### src/hw/rtl/dlt_pkg.sv
// Shared types and constants of the depth layer table.
package dlt_pkg;

  // Operation codes of an input beat
  localparam logic OP_INSERT = 1'b0;
  localparam logic OP_LOOKUP = 1'b1;

  // One stored layer: upper depth, lower depth, permeability
  localparam int unsigned VAL_W   = 32;
  localparam int unsigned ENTRY_W = 3 * VAL_W;

  typedef enum logic [1:0] {
    ST_OK      = 2'd0,
    ST_INVALID = 2'd1,
    ST_FULL    = 2'd2,
    ST_MISS    = 2'd3
  } status_e;

  // Commands from controller to datapath
  typedef struct packed {
    logic    load_item;
    logic    idx_inc;
    logic    idx_dec;
    logic    idx_to_count;
    logic    pos_from_idx;
    logic    pos_from_count;
    logic    ram_re;
    logic    rd_prev;
    logic    we_shift;
    logic    we_new;
    logic    count_inc;
    logic    res_load;
    status_e res_code;
    logic    res_take_perm;
    logic    emit;
  } dlt_cmd_t;

  // Status from datapath to controller
  typedef struct packed {
    logic is_lookup;
    logic invalid;
    logic full;
    logic empty;
    logic lower_lt_up;
    logic q_lt_lower;
    logic hit;
    logic last;
    logic shift_done;
  } dlt_sts_t;

endpackage

### src/hw/rtl/dlt_ram.sv
// Generic single-write, single-read RAM with registered read data.
module dlt_ram #(
  parameter int unsigned WIDTH = 32,
  parameter int unsigned DEPTH = 16,
  localparam int unsigned AW = (DEPTH > 1) ? $clog2(DEPTH) : 1
) (
  input  logic             clk_i,
  input  logic             we_i,
  input  logic [AW-1:0]    waddr_i,
  input  logic [WIDTH-1:0] wdata_i,
  input  logic             re_i,
  input  logic [AW-1:0]    raddr_i,
  output logic [WIDTH-1:0] rdata_o
);

  logic [WIDTH-1:0] mem_q [DEPTH];
  logic [WIDTH-1:0] rdata_q;

  // Write port and registered read port
  always_ff @(posedge clk_i) begin
    if (we_i) begin
      mem_q[waddr_i] <= wdata_i;
    end
    if (re_i) begin
      rdata_q <= mem_q[raddr_i];
    end
  end

  assign rdata_o = rdata_q;

endmodule

### src/hw/rtl/dlt_ctrl.sv
// Sequencer of the depth layer table: scan, shift, write and result handoff.
module dlt_ctrl (
  input  logic              clk_i,
  input  logic              rst_ni,
  input  logic              in_valid_i,
  output logic              in_ready_o,
  output logic              out_valid_o,
  input  logic              out_ready_i,
  input  dlt_pkg::dlt_sts_t sts_i,
  output dlt_pkg::dlt_cmd_t cmd_o
);

  typedef enum logic [2:0] {
    S_IDLE,
    S_DECIDE,
    S_SCAN_RD,
    S_SCAN_CMP,
    S_SHIFT_CHK,
    S_SHIFT_WR,
    S_WRITE,
    S_FINISH
  } state_e;

  state_e state_q, state_d;
  logic   out_valid_q, out_valid_d;
  dlt_pkg::dlt_cmd_t cmd;

  // Next state and datapath commands
  always_comb begin
    cmd     = '0;
    state_d = state_q;
    unique case (state_q)
      S_IDLE: begin
        if (in_valid_i) begin
          cmd.load_item = 1'b1;
          state_d       = S_DECIDE;
        end
      end
      S_DECIDE: begin
        if (!sts_i.is_lookup) begin
          if (sts_i.invalid) begin
            cmd.res_load = 1'b1;
            cmd.res_code = dlt_pkg::ST_INVALID;
            state_d      = S_FINISH;
          end else if (sts_i.full) begin
            cmd.res_load = 1'b1;
            cmd.res_code = dlt_pkg::ST_FULL;
            state_d      = S_FINISH;
          end else if (sts_i.empty) begin
            cmd.pos_from_count = 1'b1;
            state_d            = S_WRITE;
          end else begin
            state_d = S_SCAN_RD;
          end
        end else if (sts_i.empty) begin
          cmd.res_load = 1'b1;
          cmd.res_code = dlt_pkg::ST_MISS;
          state_d      = S_FINISH;
        end else begin
          state_d = S_SCAN_RD;
        end
      end
      S_SCAN_RD: begin
        cmd.ram_re = 1'b1;
        state_d    = S_SCAN_CMP;
      end
      S_SCAN_CMP: begin
        if (!sts_i.is_lookup) begin
          // Insert in front of the first entry whose lower depth lies below the new upper depth
          if (sts_i.lower_lt_up) begin
            cmd.pos_from_idx = 1'b1;
            cmd.idx_to_count = 1'b1;
            state_d          = S_SHIFT_CHK;
          end else if (sts_i.last) begin
            cmd.pos_from_count = 1'b1;
            cmd.idx_to_count   = 1'b1;
            state_d            = S_SHIFT_CHK;
          end else begin
            cmd.idx_inc = 1'b1;
            state_d     = S_SCAN_RD;
          end
        end else if (!sts_i.last && sts_i.q_lt_lower) begin
          cmd.idx_inc = 1'b1;
          state_d     = S_SCAN_RD;
        end else begin
          cmd.res_load      = 1'b1;
          cmd.res_code      = sts_i.hit ? dlt_pkg::ST_OK : dlt_pkg::ST_MISS;
          cmd.res_take_perm = sts_i.hit;
          state_d           = S_FINISH;
        end
      end
      S_SHIFT_CHK: begin
        if (sts_i.shift_done) begin
          state_d = S_WRITE;
        end else begin
          cmd.ram_re  = 1'b1;
          cmd.rd_prev = 1'b1;
          state_d     = S_SHIFT_WR;
        end
      end
      S_SHIFT_WR: begin
        cmd.we_shift = 1'b1;
        cmd.idx_dec  = 1'b1;
        state_d      = S_SHIFT_CHK;
      end
      S_WRITE: begin
        cmd.we_new    = 1'b1;
        cmd.count_inc = 1'b1;
        cmd.res_load  = 1'b1;
        cmd.res_code  = dlt_pkg::ST_OK;
        state_d       = S_FINISH;
      end
      S_FINISH: begin
        // Hand the result over once the output register is free
        if (!out_valid_q || out_ready_i) begin
          cmd.emit = 1'b1;
          state_d  = S_IDLE;
        end
      end
      default: state_d = S_IDLE;
    endcase
  end

  // Output beat valid: set on emit, drop when taken
  always_comb begin
    out_valid_d = out_valid_q;
    if (cmd.emit) begin
      out_valid_d = 1'b1;
    end else if (out_ready_i) begin
      out_valid_d = 1'b0;
    end
  end

  always_ff @(posedge clk_i or negedge rst_ni) begin
    if (!rst_ni) begin
      state_q     <= S_IDLE;
      out_valid_q <= 1'b0;
    end else begin
      state_q     <= state_d;
      out_valid_q <= out_valid_d;
    end
  end

  assign in_ready_o  = (state_q == S_IDLE);
  assign out_valid_o = out_valid_q;
  assign cmd_o       = cmd;

endmodule

### src/hw/rtl/dlt_dpath.sv
// Datapath of the depth layer table: item registers, indexes, layer memory, result.
module dlt_dpath #(
  parameter int unsigned MAX_LAYERS = 16
) (
  input  logic                      clk_i,
  input  logic                      rst_ni,
  input  logic                      operation_i,
  input  logic [31:0]               layer_permeability_i,
  input  logic signed [31:0]        upper_depth_i,
  input  logic signed [31:0]        lower_depth_i,
  input  logic                      swap_if_reversed_i,
  input  logic signed [31:0]        query_depth_i,
  input  dlt_pkg::dlt_cmd_t         cmd_i,
  output dlt_pkg::dlt_sts_t         sts_o,
  output logic [31:0]               found_permeability_o,
  output logic [1:0]                status_o,
  output logic [4:0]                layer_count_o
);

  localparam int unsigned AW = (MAX_LAYERS > 1) ? $clog2(MAX_LAYERS) : 1;
  localparam int unsigned CW = $clog2(MAX_LAYERS + 1);
  localparam int unsigned VW = dlt_pkg::VAL_W;
  localparam int unsigned EW = dlt_pkg::ENTRY_W;

  logic                 op_q;
  logic [VW-1:0]        perm_q;
  logic signed [VW-1:0] up_q, lo_q, qd_q;
  logic [CW-1:0]        idx_q, idx_d;
  logic [CW-1:0]        pos_q, pos_d;
  logic [CW-1:0]        cnt_q, cnt_d;
  logic [VW-1:0]        res_found_q;
  dlt_pkg::status_e     res_status_q;
  logic [VW-1:0]        out_found_q;
  dlt_pkg::status_e     out_status_q;
  logic [4:0]           out_count_q;

  logic                 swap;
  logic [EW-1:0]        rdata, wdata;
  logic signed [VW-1:0] rd_upper, rd_lower;
  logic [VW-1:0]        rd_perm;
  logic [CW-1:0]        raddr, waddr;
  logic [CW+4:0]        cnt_ext;

  // Swap a reversed pair of depths on request
  assign swap = swap_if_reversed_i && (upper_depth_i < lower_depth_i);

  always_ff @(posedge clk_i) begin
    if (cmd_i.load_item) begin
      op_q   <= operation_i;
      perm_q <= layer_permeability_i;
      up_q   <= swap ? lower_depth_i : upper_depth_i;
      lo_q   <= swap ? upper_depth_i : lower_depth_i;
      qd_q   <= query_depth_i;
    end
  end

  // Scan/shift index, insert position and layer count
  always_comb begin
    idx_d = idx_q;
    pos_d = pos_q;
    cnt_d = cnt_q;
    if (cmd_i.load_item) begin
      idx_d = '0;
    end else if (cmd_i.idx_to_count) begin
      idx_d = cnt_q;
    end else if (cmd_i.idx_inc) begin
      idx_d = idx_q + CW'(1);
    end else if (cmd_i.idx_dec) begin
      idx_d = idx_q - CW'(1);
    end
    if (cmd_i.pos_from_idx) begin
      pos_d = idx_q;
    end else if (cmd_i.pos_from_count) begin
      pos_d = cnt_q;
    end
    if (cmd_i.count_inc) begin
      cnt_d = cnt_q + CW'(1);
    end
  end

  always_ff @(posedge clk_i or negedge rst_ni) begin
    if (!rst_ni) begin
      idx_q <= '0;
      pos_q <= '0;
      cnt_q <= '0;
    end else begin
      idx_q <= idx_d;
      pos_q <= pos_d;
      cnt_q <= cnt_d;
    end
  end

  // Layer memory: shift moves entry idx-1 up to idx, insert writes at pos
  assign raddr = cmd_i.rd_prev ? (idx_q - CW'(1)) : idx_q;
  assign waddr = cmd_i.we_new ? pos_q : idx_q;
  assign wdata = cmd_i.we_new ? {up_q, lo_q, perm_q} : rdata;

  dlt_ram #(
    .WIDTH (EW),
    .DEPTH (MAX_LAYERS)
  ) u_ram (
    .clk_i   (clk_i),
    .we_i    (cmd_i.we_shift | cmd_i.we_new),
    .waddr_i (waddr[AW-1:0]),
    .wdata_i (wdata),
    .re_i    (cmd_i.ram_re),
    .raddr_i (raddr[AW-1:0]),
    .rdata_o (rdata)
  );

  assign rd_upper = $signed(rdata[EW-1 -: VW]);
  assign rd_lower = $signed(rdata[EW-VW-1 -: VW]);
  assign rd_perm  = rdata[VW-1:0];

  // Status toward the controller
  always_comb begin
    sts_o.is_lookup   = (op_q == dlt_pkg::OP_LOOKUP);
    sts_o.invalid     = (perm_q == '0) || !(up_q > lo_q);
    sts_o.full        = (cnt_q == CW'(MAX_LAYERS));
    sts_o.empty       = (cnt_q == '0);
    sts_o.lower_lt_up = (rd_lower < up_q);
    sts_o.q_lt_lower  = (qd_q < rd_lower);
    sts_o.hit         = (qd_q <= rd_upper) && (qd_q >= rd_lower);
    sts_o.last        = ((idx_q + CW'(1)) == cnt_q);
    sts_o.shift_done  = (idx_q == pos_q);
  end

  // Hold the result, then move it into the output register
  always_ff @(posedge clk_i) begin
    if (cmd_i.res_load) begin
      res_found_q  <= cmd_i.res_take_perm ? rd_perm : '0;
      res_status_q <= cmd_i.res_code;
    end
    if (cmd_i.emit) begin
      out_found_q  <= res_found_q;
      out_status_q <= res_status_q;
      out_count_q  <= cnt_ext[4:0];
    end
  end

  assign cnt_ext              = {5'b0, cnt_q};
  assign found_permeability_o = out_found_q;
  assign status_o             = out_status_q;
  assign layer_count_o        = out_count_q;

endmodule

### src/hw/rtl/depth_layer_table.sv
// Top level of the depth layer table.
// Keeps an ordered table of up to MAX_LAYERS depth layers (upper, lower, permeability,
// all Q16.16) in a layer memory with one write port and one registered read port, and
// serves one insert or lookup beat at a time; the next beat is taken while the previous
// result still waits at the output. The memory is read or written once a cycle, so entry
// accesses set the cost: a lookup reads entries in order until it stops; an insert reads
// entries up to its position, then moves each later entry up one place and writes the new
// one (only the write on an empty table); rejected inserts and lookups on an empty table
// touch no entry. The input reopens on the edge that raises the result; a result still
// stalled at the output holds the following one back until it is taken. No clearing pass
// follows reset: entries beyond the layer count are never read.
module depth_layer_table #(
  parameter int unsigned MAX_LAYERS = 16
) (
  input  logic               clk_i,
  input  logic               rst_ni,
  input  logic               in_valid_i,
  output logic               in_ready_o,
  input  logic               operation_i,
  input  logic [31:0]        layer_permeability_i,
  input  logic signed [31:0] upper_depth_i,
  input  logic signed [31:0] lower_depth_i,
  input  logic               swap_if_reversed_i,
  input  logic signed [31:0] query_depth_i,
  output logic               out_valid_o,
  input  logic               out_ready_i,
  output logic [31:0]        found_permeability_o,
  output logic [1:0]         status_o,
  output logic [4:0]         layer_count_o
);

  dlt_pkg::dlt_cmd_t cmd;
  dlt_pkg::dlt_sts_t sts;

  dlt_ctrl u_ctrl (
    .clk_i       (clk_i),
    .rst_ni      (rst_ni),
    .in_valid_i  (in_valid_i),
    .in_ready_o  (in_ready_o),
    .out_valid_o (out_valid_o),
    .out_ready_i (out_ready_i),
    .sts_i       (sts),
    .cmd_o       (cmd)
  );

  dlt_dpath #(
    .MAX_LAYERS (MAX_LAYERS)
  ) u_dpath (
    .clk_i                (clk_i),
    .rst_ni               (rst_ni),
    .operation_i          (operation_i),
    .layer_permeability_i (layer_permeability_i),
    .upper_depth_i        (upper_depth_i),
    .lower_depth_i        (lower_depth_i),
    .swap_if_reversed_i   (swap_if_reversed_i),
    .query_depth_i        (query_depth_i),
    .cmd_i                (cmd),
    .sts_o                (sts),
    .found_permeability_o (found_permeability_o),
    .status_o             (status_o),
    .layer_count_o        (layer_count_o)
  );

endmodule

### config.mk
export PLATFORM = sky130hd
export DESIGN_NAME = depth_layer_table
export DESIGN_NICKNAME = d
export VERILOG_FILES = /design/src/hw/rtl/dlt_pkg.sv /design/src/hw/rtl/dlt_ram.sv /design/src/hw/rtl/dlt_ctrl.sv /design/src/hw/rtl/dlt_dpath.sv /design/src/hw/rtl/depth_layer_table.sv
export SDC_FILE = /design/constraint.sdc
export NUM_CORES = 2
export LEC_CHECK = 0
export BUFFER_PORTS_ARGS = -buffer_cell sky130_fd_sc_hd__buf_2
export CAP_MARGIN = 20
export CORE_MARGIN = 2
export CORE_UTILIZATION = 56
export DETAILED_ROUTE_END_ITERATION = 10
export PLACE_DENSITY = 0.75
export REMOVE_ABC_BUFFERS = 1
export SETUP_SLACK_MARGIN = 0.2
export SYNTH_ARGS = -nofsm -noshare
export SYNTH_HDL_FRONTEND = slang
export SYNTH_SLANG_ARGS = --single-unit
### constraint.sdc
create_clock -name clk_i -period 6 [get_ports clk_i]
set_clock_uncertainty 0.15 [all_clocks]
set_input_delay 0.6 -clock clk_i [delete_from_list [all_inputs] [get_ports clk_i]]
set_output_delay 0.6 -clock clk_i [all_outputs]
set_load 0.02 [all_outputs]
After elaboration in Yosys (flattened, before gate mapping)
Memory sizes are Yosys's and may differ from the RTL's. A register that Yosys moved wholly into a read port is not among the register bits.
Index checks and enable logic that the tools add are counted.
W data, S select, Z words.
Word-level totals
  flip-flop bits (word level): 221
  memory bits (writable): 1536
  input bits: 134
  output and inout port bits: 41
  logic and storage cells: 115
  memories kept: 1
Cells by class
  $add $sub $neg: 3
  magnitude comparators: 6
  equal/unequal tests: 12
  multiplexer cells: 62
  bitwise gates (word level): 1
  reduce and logical (&&, ||, !) cells: 15
Memory list
  u_dpath.u_ram.mem_q: words 16, width 96, read ports 1, clocked after memory_dff 1, wr ports 1, RTL line dlt_ram.sv:16  | logic [WIDTH-1:0] mem_q [DEPTH];
Operators with widths (number)
  $lt A32 B32 Y1: 3
  $mux W96: 1
  $mux W32: 2
  $mux W3: 16
  $ge A32 B32 Y1: 1
  $gt A32 B32 Y1: 1
  $le A32 B32 Y1: 1
  $logic_not A32 Y1: 1
  $mux W5: 6
  $mux W1: 24
  $pmux W3 S8: 1
  $mux W4: 4
  $eq A3 B3 Y1 const B: 4
  $add A5 B1 Y5 const B: 2
  $eq A5 B5 Y1: 2
  $mux W2: 5
  $pmux W3 S3: 1
  $eq A3 B2 Y1 const B: 2
  $eq A5 B5 Y1 const B: 1
  $logic_not A5 Y1: 1
  $sub A5 B1 Y5 const B: 1
  $pmux W1 S2: 2
  $reduce_bool A2 Y1: 2
  $reduce_bool A4 Y1: 1
  other kinds (9): 14

Logic depth before layout (Yosys ltp)
  depth in word-level cells: 10
  depth in mapped cells: 12
  gate-level depth less buffers: 11

By module
Synthesis repeated with hierarchy kept, for this count alone.
Unflattened totals
  cell total of the unflattened synthesis: 3707
  area total of the unflattened synthesis: 74288.7 um2
Modules (own cells, without submodules)
  dlt_ram: instances 1, cells each 2460, area each 60316.6 um2, seq. area each 49007.0 um2
  dlt_dpath: instances 1, cells each 1182, area each 13500.4 um2, seq. area each 6441.2 um2
  dlt_ctrl: instances 1, cells each 65, area each 471.7 um2, seq. area each 100.1 um2

Worst setup path after synthesis
No wires, ideal clock.
  path type: register to register
  from: register u_ctrl.state_q[1]
  to: memory u_dpath.u_ram.mem_q[13][0] in the netlist's numbering (enable)
  library setup time: 0.552 ns
  arrival time: 5.429 ns
  data required time: 5.298 ns
  path slack: -0.131 ns
  cell stages (with the launch flop): 7
  path buffers: 1
  period minus slack after synthesis: 6.131 ns
  cell sequence: dfrtp_1 nor2b_1 and2_1 clkbuf_1 a21oi_1 or2_2 nor2_1
Between the ends
  cells in the longest elaborated chain, start to end: 5
  elaborated cells on any way between the ends: 8
  classes of those cells: eq/ne (2); mux (5); bitwise (1)
Ends and longest elaborated chain
  from (decl): RTL line dlt_ctrl.sv:24  | state_e state_q, state_d;
  from (signal assigned): RTL line dlt_ctrl.sv:139  | state_q <= state_d;
  $eq A3 B3 Y1: RTL line dlt_ctrl.sv:32  | unique case (state_q)
  $mux W1 / $mux W2 (equally long branches): RTL line dlt_ctrl.sv:32
  $or A1 B1 Y1: RTL line dlt_dpath.sv:103  | .we_i (cmd_i.we_shift | cmd_i.we_new),
  $mux W1: RTL line dlt_ram.sv:21  | if (we_i) begin
  $mux W1 (not written as such): RTL line dlt_ram.sv:22  | mem_q[waddr_i] <= wdata_i;
  to (decl): RTL line dlt_ram.sv:16
Parallel ways exist; a longest one is shown, timed or not.

Worst setup path after layout
  from: input upper_depth_i[11]
  to: register u_dpath.lo_q[3] (data pin)
Between the ends
  cells in the longest elaborated chain, start to end: 3
Ends and longest elaborated chain
  from (decl): RTL line depth_layer_table.sv:21  | input logic signed [31:0] upper_depth_i,
  $lt A32 B32 Y1: RTL line dlt_dpath.sv:45  | assign swap = swap_if_reversed_i && (upper_depth_i < lower_depth_i);
  $logic_and A1 B1 Y1: RTL line dlt_dpath.sv:45
  $mux W32: RTL line dlt_dpath.sv:52  | lo_q <= swap ? upper_depth_i : lower_depth_i;
  to (signal assigned): RTL line dlt_dpath.sv:52
  to (decl): RTL line dlt_dpath.sv:27  | logic signed [VW-1:0] up_q, lo_q, qd_q;
No other way between the ends.
A chain may end at the register's enable or synchronous reset.

==> impl_metrics.py <==
metrics = {
    "cts": {
        "clock-sinks": 1853,
        "path_clk_slew_ps": 60,
        "ctsRootBufferMaster": "clkbuf_16",
        "h-tree-depth": 4,
        "cts_tree": "built",
        "cts_buffer_depth": 3,
        "cts_buffers": 175,
        "clkLatencyLatePin_ps": 810,
    },
    "synthesis": {
        "synth_flop_cell": "edfxtp_1",
        "ys_seq_area_share_pct": 75.19,
        "synth-edff-count": 1834,
        "syn_inst": 3780,
        "ys_types": 62,
        "synth_seq_cells": 1853,
        "syn_avg_cell_area_um2": 19.54,
        "async_reset_ff_share_pct": 1.025,
        "synth_area_um2": 73870,
        "yosysWarnings": 0,
    },
    "floorplanning": {
        "io_pins": 175,
        "core_area_um2": 131100,
        "dieArea_um2": 134800,
        "start_util_pct": 56.34,
        "die_y_um": 367.2,
        "rows": 133,
        "die_x_um": 367.2,
    },
    "route": {
        "drt-initial-drc-count": 5366,
        "ant_nets": 0,
        "dr.pass1.iters": 6,
        "routed_wl_um": 184100,
        "drc_errors": 0,
        "vias_per_cell": 6.363,
        "via_count": 39150,
        "wl_per_cell_um": 29.91,
    },
    "global_route": {
        "antenna_found_initial": 4,
        "gr-total-overflow": 0,
        "track_usage_pct": 27.36,
        "grt_pass1_wl_um": 267000,
        "grt_max_degree": 121,
        "grt_pass1_vias": 39660,
    },
    "place": {
        "gp_congestion": 0.8761,
        "portBuffers": 174,
        "dpl_worst_slack_ps": 1502,
        "hpwlAfterDp_um": 100200,
    },
    "worst_setup_path": {
        "reg2reg_depth": 10,
        "r2r_end": "u_dpath.res_found_q[24]",
        "cp-start-kind": "input pin",
        "r2r-start": "u_dpath.qd_q[27]",
        "critPathCaptureType": "flop",
        "required_ps": 6390,
        "regToRegSetupSlack_ps": 1470,
        "cp_data_arrival_time_ps": 5260,
        "path_class": "input pin to flop",
        "path_max_fanout": 36,
        "setup.worst_path.start": "upper_depth_i[11]",
    },
    "sta": {
        "max_clock_freq_mhz": 205.6,
        "slew_headroom_pct": 21.10,
        "timing.final.crit_period_ps": 4863,
        "rsz0062_at_grt": "false",
        "tightest_slew_ps": 1183,
        "drv_slew": 0,
        "setup_ws_ps": 1137,
        "final.period_utilization_pct": 81.06,
        "hold_viol_final": 0,
        "setup_viol": 0,
    },
    "layout": {
        "syn_to_final_growth_pct": 15.23,
        "fill_cells": 8632,
        "layout.nets": 4555,
        "drive_above_1_share_pct": 23.84,
        "fin_util_pct": 64.91,
    },
    "power": {
        "ir_worst_vdd_mv": 0.7252,
        "p_per_area_nw_per_um2": 539.9,
        "leakage_nw": 28.70,
    },
    "hold_path": {
        "hold_class": "input pin to flop",
        "hold_start": "upper_depth_i[22]",
        "hold_depth": 2,
        "holdPathEnd": "u_dpath.lo_q[22]",
    },
    "flow_run": {
        "cap_violations": 0,
    },
    "outcome": {
        "outcome": "finished clean",
    },
}
[worst max-delay path by stage]
stage | to | slack [ps] | cells after the start
after floorplan | u_dpath.u_ram.rdata_o[94] | -16620 | 8
after global placement | u_dpath.up_q[1] | 1570 | 12
after detailed placement | u_dpath.lo_q[6] | 1500 | 12
after CTS | u_dpath.lo_q[2] | 1210 | 14
after global routing | u_dpath.lo_q[3] | 1050 | 14
final | u_dpath.lo_q[3] | 1140 | 13
[report_power, final]
group          switching [mW]  internal [mW]  total, mW
clock                    4.76           6.20       11.0
sequential              0.730           18.6       19.3
combinational            9.37           6.34       15.7
[worst max-delay path: stages]
cell and delay (ps):
dlygate4sd3_1 600, buf_2 160, ha_1 210, or4_1 620, a21oi_1 210, o211ai_1 390, a2111oi_0 480, buf_4 170
o21ai_1 90, a31oi_4 180, buf_4 490, mux2_2 410, dlygate4sd3_1 570
[cell usage after synthesis (36+ instances only)]
master,count,area share [%]
o21ai_0,101,0.68
clkbuf_1,73,0.37
nand2_1,301,1.5
buf_2,65,0.44
edfxtp_1,1834,75
a22oi_1,197,2.0
inv_1,171,0.87
mux2_2,70,1.1
and2_1,36,0.30
ha_1,162,2.7
nor2_1,48,0.24
mux4_2,384,12
a21oi_1,54,0.37
[cell families (layout without fill, tap and decap cells)]
kind of cell / after synthesis / in the layout / share of synthesized area (%)
other: 0 / 2 / 0
AO/OA/AOI/OAI: 437 / 437 / 3.975
XOR/XNOR: 23 / 23 / 0.2828
multiplexers: 461 / 461 / 12.88
AND/OR/NAND/NOR: 503 / 503 / 3.086
flip-flops: 1853 / 1853 / 75.19
adder cells (fa/ha/maj): 162 / 162 / 2.744
buffers and inverters: 341 / 957 / 1.843
[sequential cells by signal (all words and copies together), names as in the netlist, 5 cells and up]
register,count
u_dpath.u_ram.mem_q,1536
u_dpath.u_ram.rdata_o,96
u_dpath.found_permeability_o,32
u_dpath.lo_q,32
u_dpath.perm_q,32
u_dpath.qd_q,32
u_dpath.res_found_q,32
u_dpath.up_q,32
u_dpath.cnt_q,5
u_dpath.idx_q,5
u_dpath.layer_count_o,5
u_dpath.pos_q,5
[routing by layer]
layer,vias up,global-route usage [%],share of wire (%)
met5,-,0,0.0071
met4,2,8.134,2.6
met3,321,4.974,9.4
met2,2286,44.87,50
met1,20270,37.98,38
li1,16280,-,-
[metrics by stage]
step / power, mW / hold slack (ps) / setup TNS [ps] / instance area, µm² / instances
4_1_cts: 46.02 / 0.3340 / 0 / 85060 / 6146
3_5_place_dp: 34.98 / 264.7 / 0 / 77880 / 5675
5_1_grt: 47.84 / 21.75 / 0 / 85120 / 6153
3_3_place_gp: 34.60 / 269.7 / 0 / 77840 / 5673
2_1_floorplan: 28.18 / 154.4 / -5854700 / 73160 / 3611
6_report: 45.95 / 45.56 / 0 / 85120 / 6153
[layout by cell type (no fill, tap or decap), types with 7 or more instances in the layout]
| master | synthesis | routed |
|---|---|---|
| bufinv_16 | 0 | 16 |
| dlygate4sd3_1 | 0 | 157 |
| clkinv_1 | 1 | 34 |
| nand3_1 | 15 | 15 |
| and2_1 | 36 | 34 |
| mux2_2 | 70 | 70 |
| o21ai_0 | 101 | 96 |
| ha_1 | 162 | 162 |
| nor2_1 | 48 | 25 |
| a22oi_1 | 197 | 197 |
| buf_4 | 0 | 104 |
| clkbuf_1 | 73 | 39 |
| nor4_1 | 17 | 17 |
| a21o_1 | 34 | 34 |
| edfxtp_1 | 1834 | 1834 |
| nand2b_1 | 8 | 8 |
| dfrtp_1 | 19 | 19 |
| xnor2_1 | 17 | 17 |
| a21oi_1 | 54 | 53 |
| clkinv_8 | 0 | 7 |
| buf_12 | 0 | 33 |
| nor2_4 | 0 | 22 |
| o21a_1 | 8 | 8 |
| a211oi_1 | 7 | 7 |
| buf_2 | 65 | 175 |
| nand4_1 | 30 | 30 |
| inv_1 | 171 | 171 |
| clkinv_2 | 0 | 23 |
| nor2b_1 | 13 | 13 |
| nand2_1 | 301 | 299 |
| mux4_2 | 384 | 384 |
| clkbuf_16 | 0 | 178 |
| nor3_1 | 13 | 13 |
[cell type report]
cell class              instances  area [µm²]  area share [%]
flip-flops and latches       1853       55550           65.26
inverters                     172       645.6          0.7585
well taps                    1755        2196           2.580
multi-input cells            1586       17170           20.17
repair buffers                471        3944           4.633
diodes                          2       5.005        0.005880
clock buffers                 222        4669           5.486
clock inverters                92       940.9           1.105
[timing repair]
item | CTS | global route
hold buffers | 157 | 0
gates resized for setup | 0 | 0
buffers inserted | 0 | 0
hold endpoints to repair | 148 | 0
Note: power is estimated with default switching activity, not from simulation.
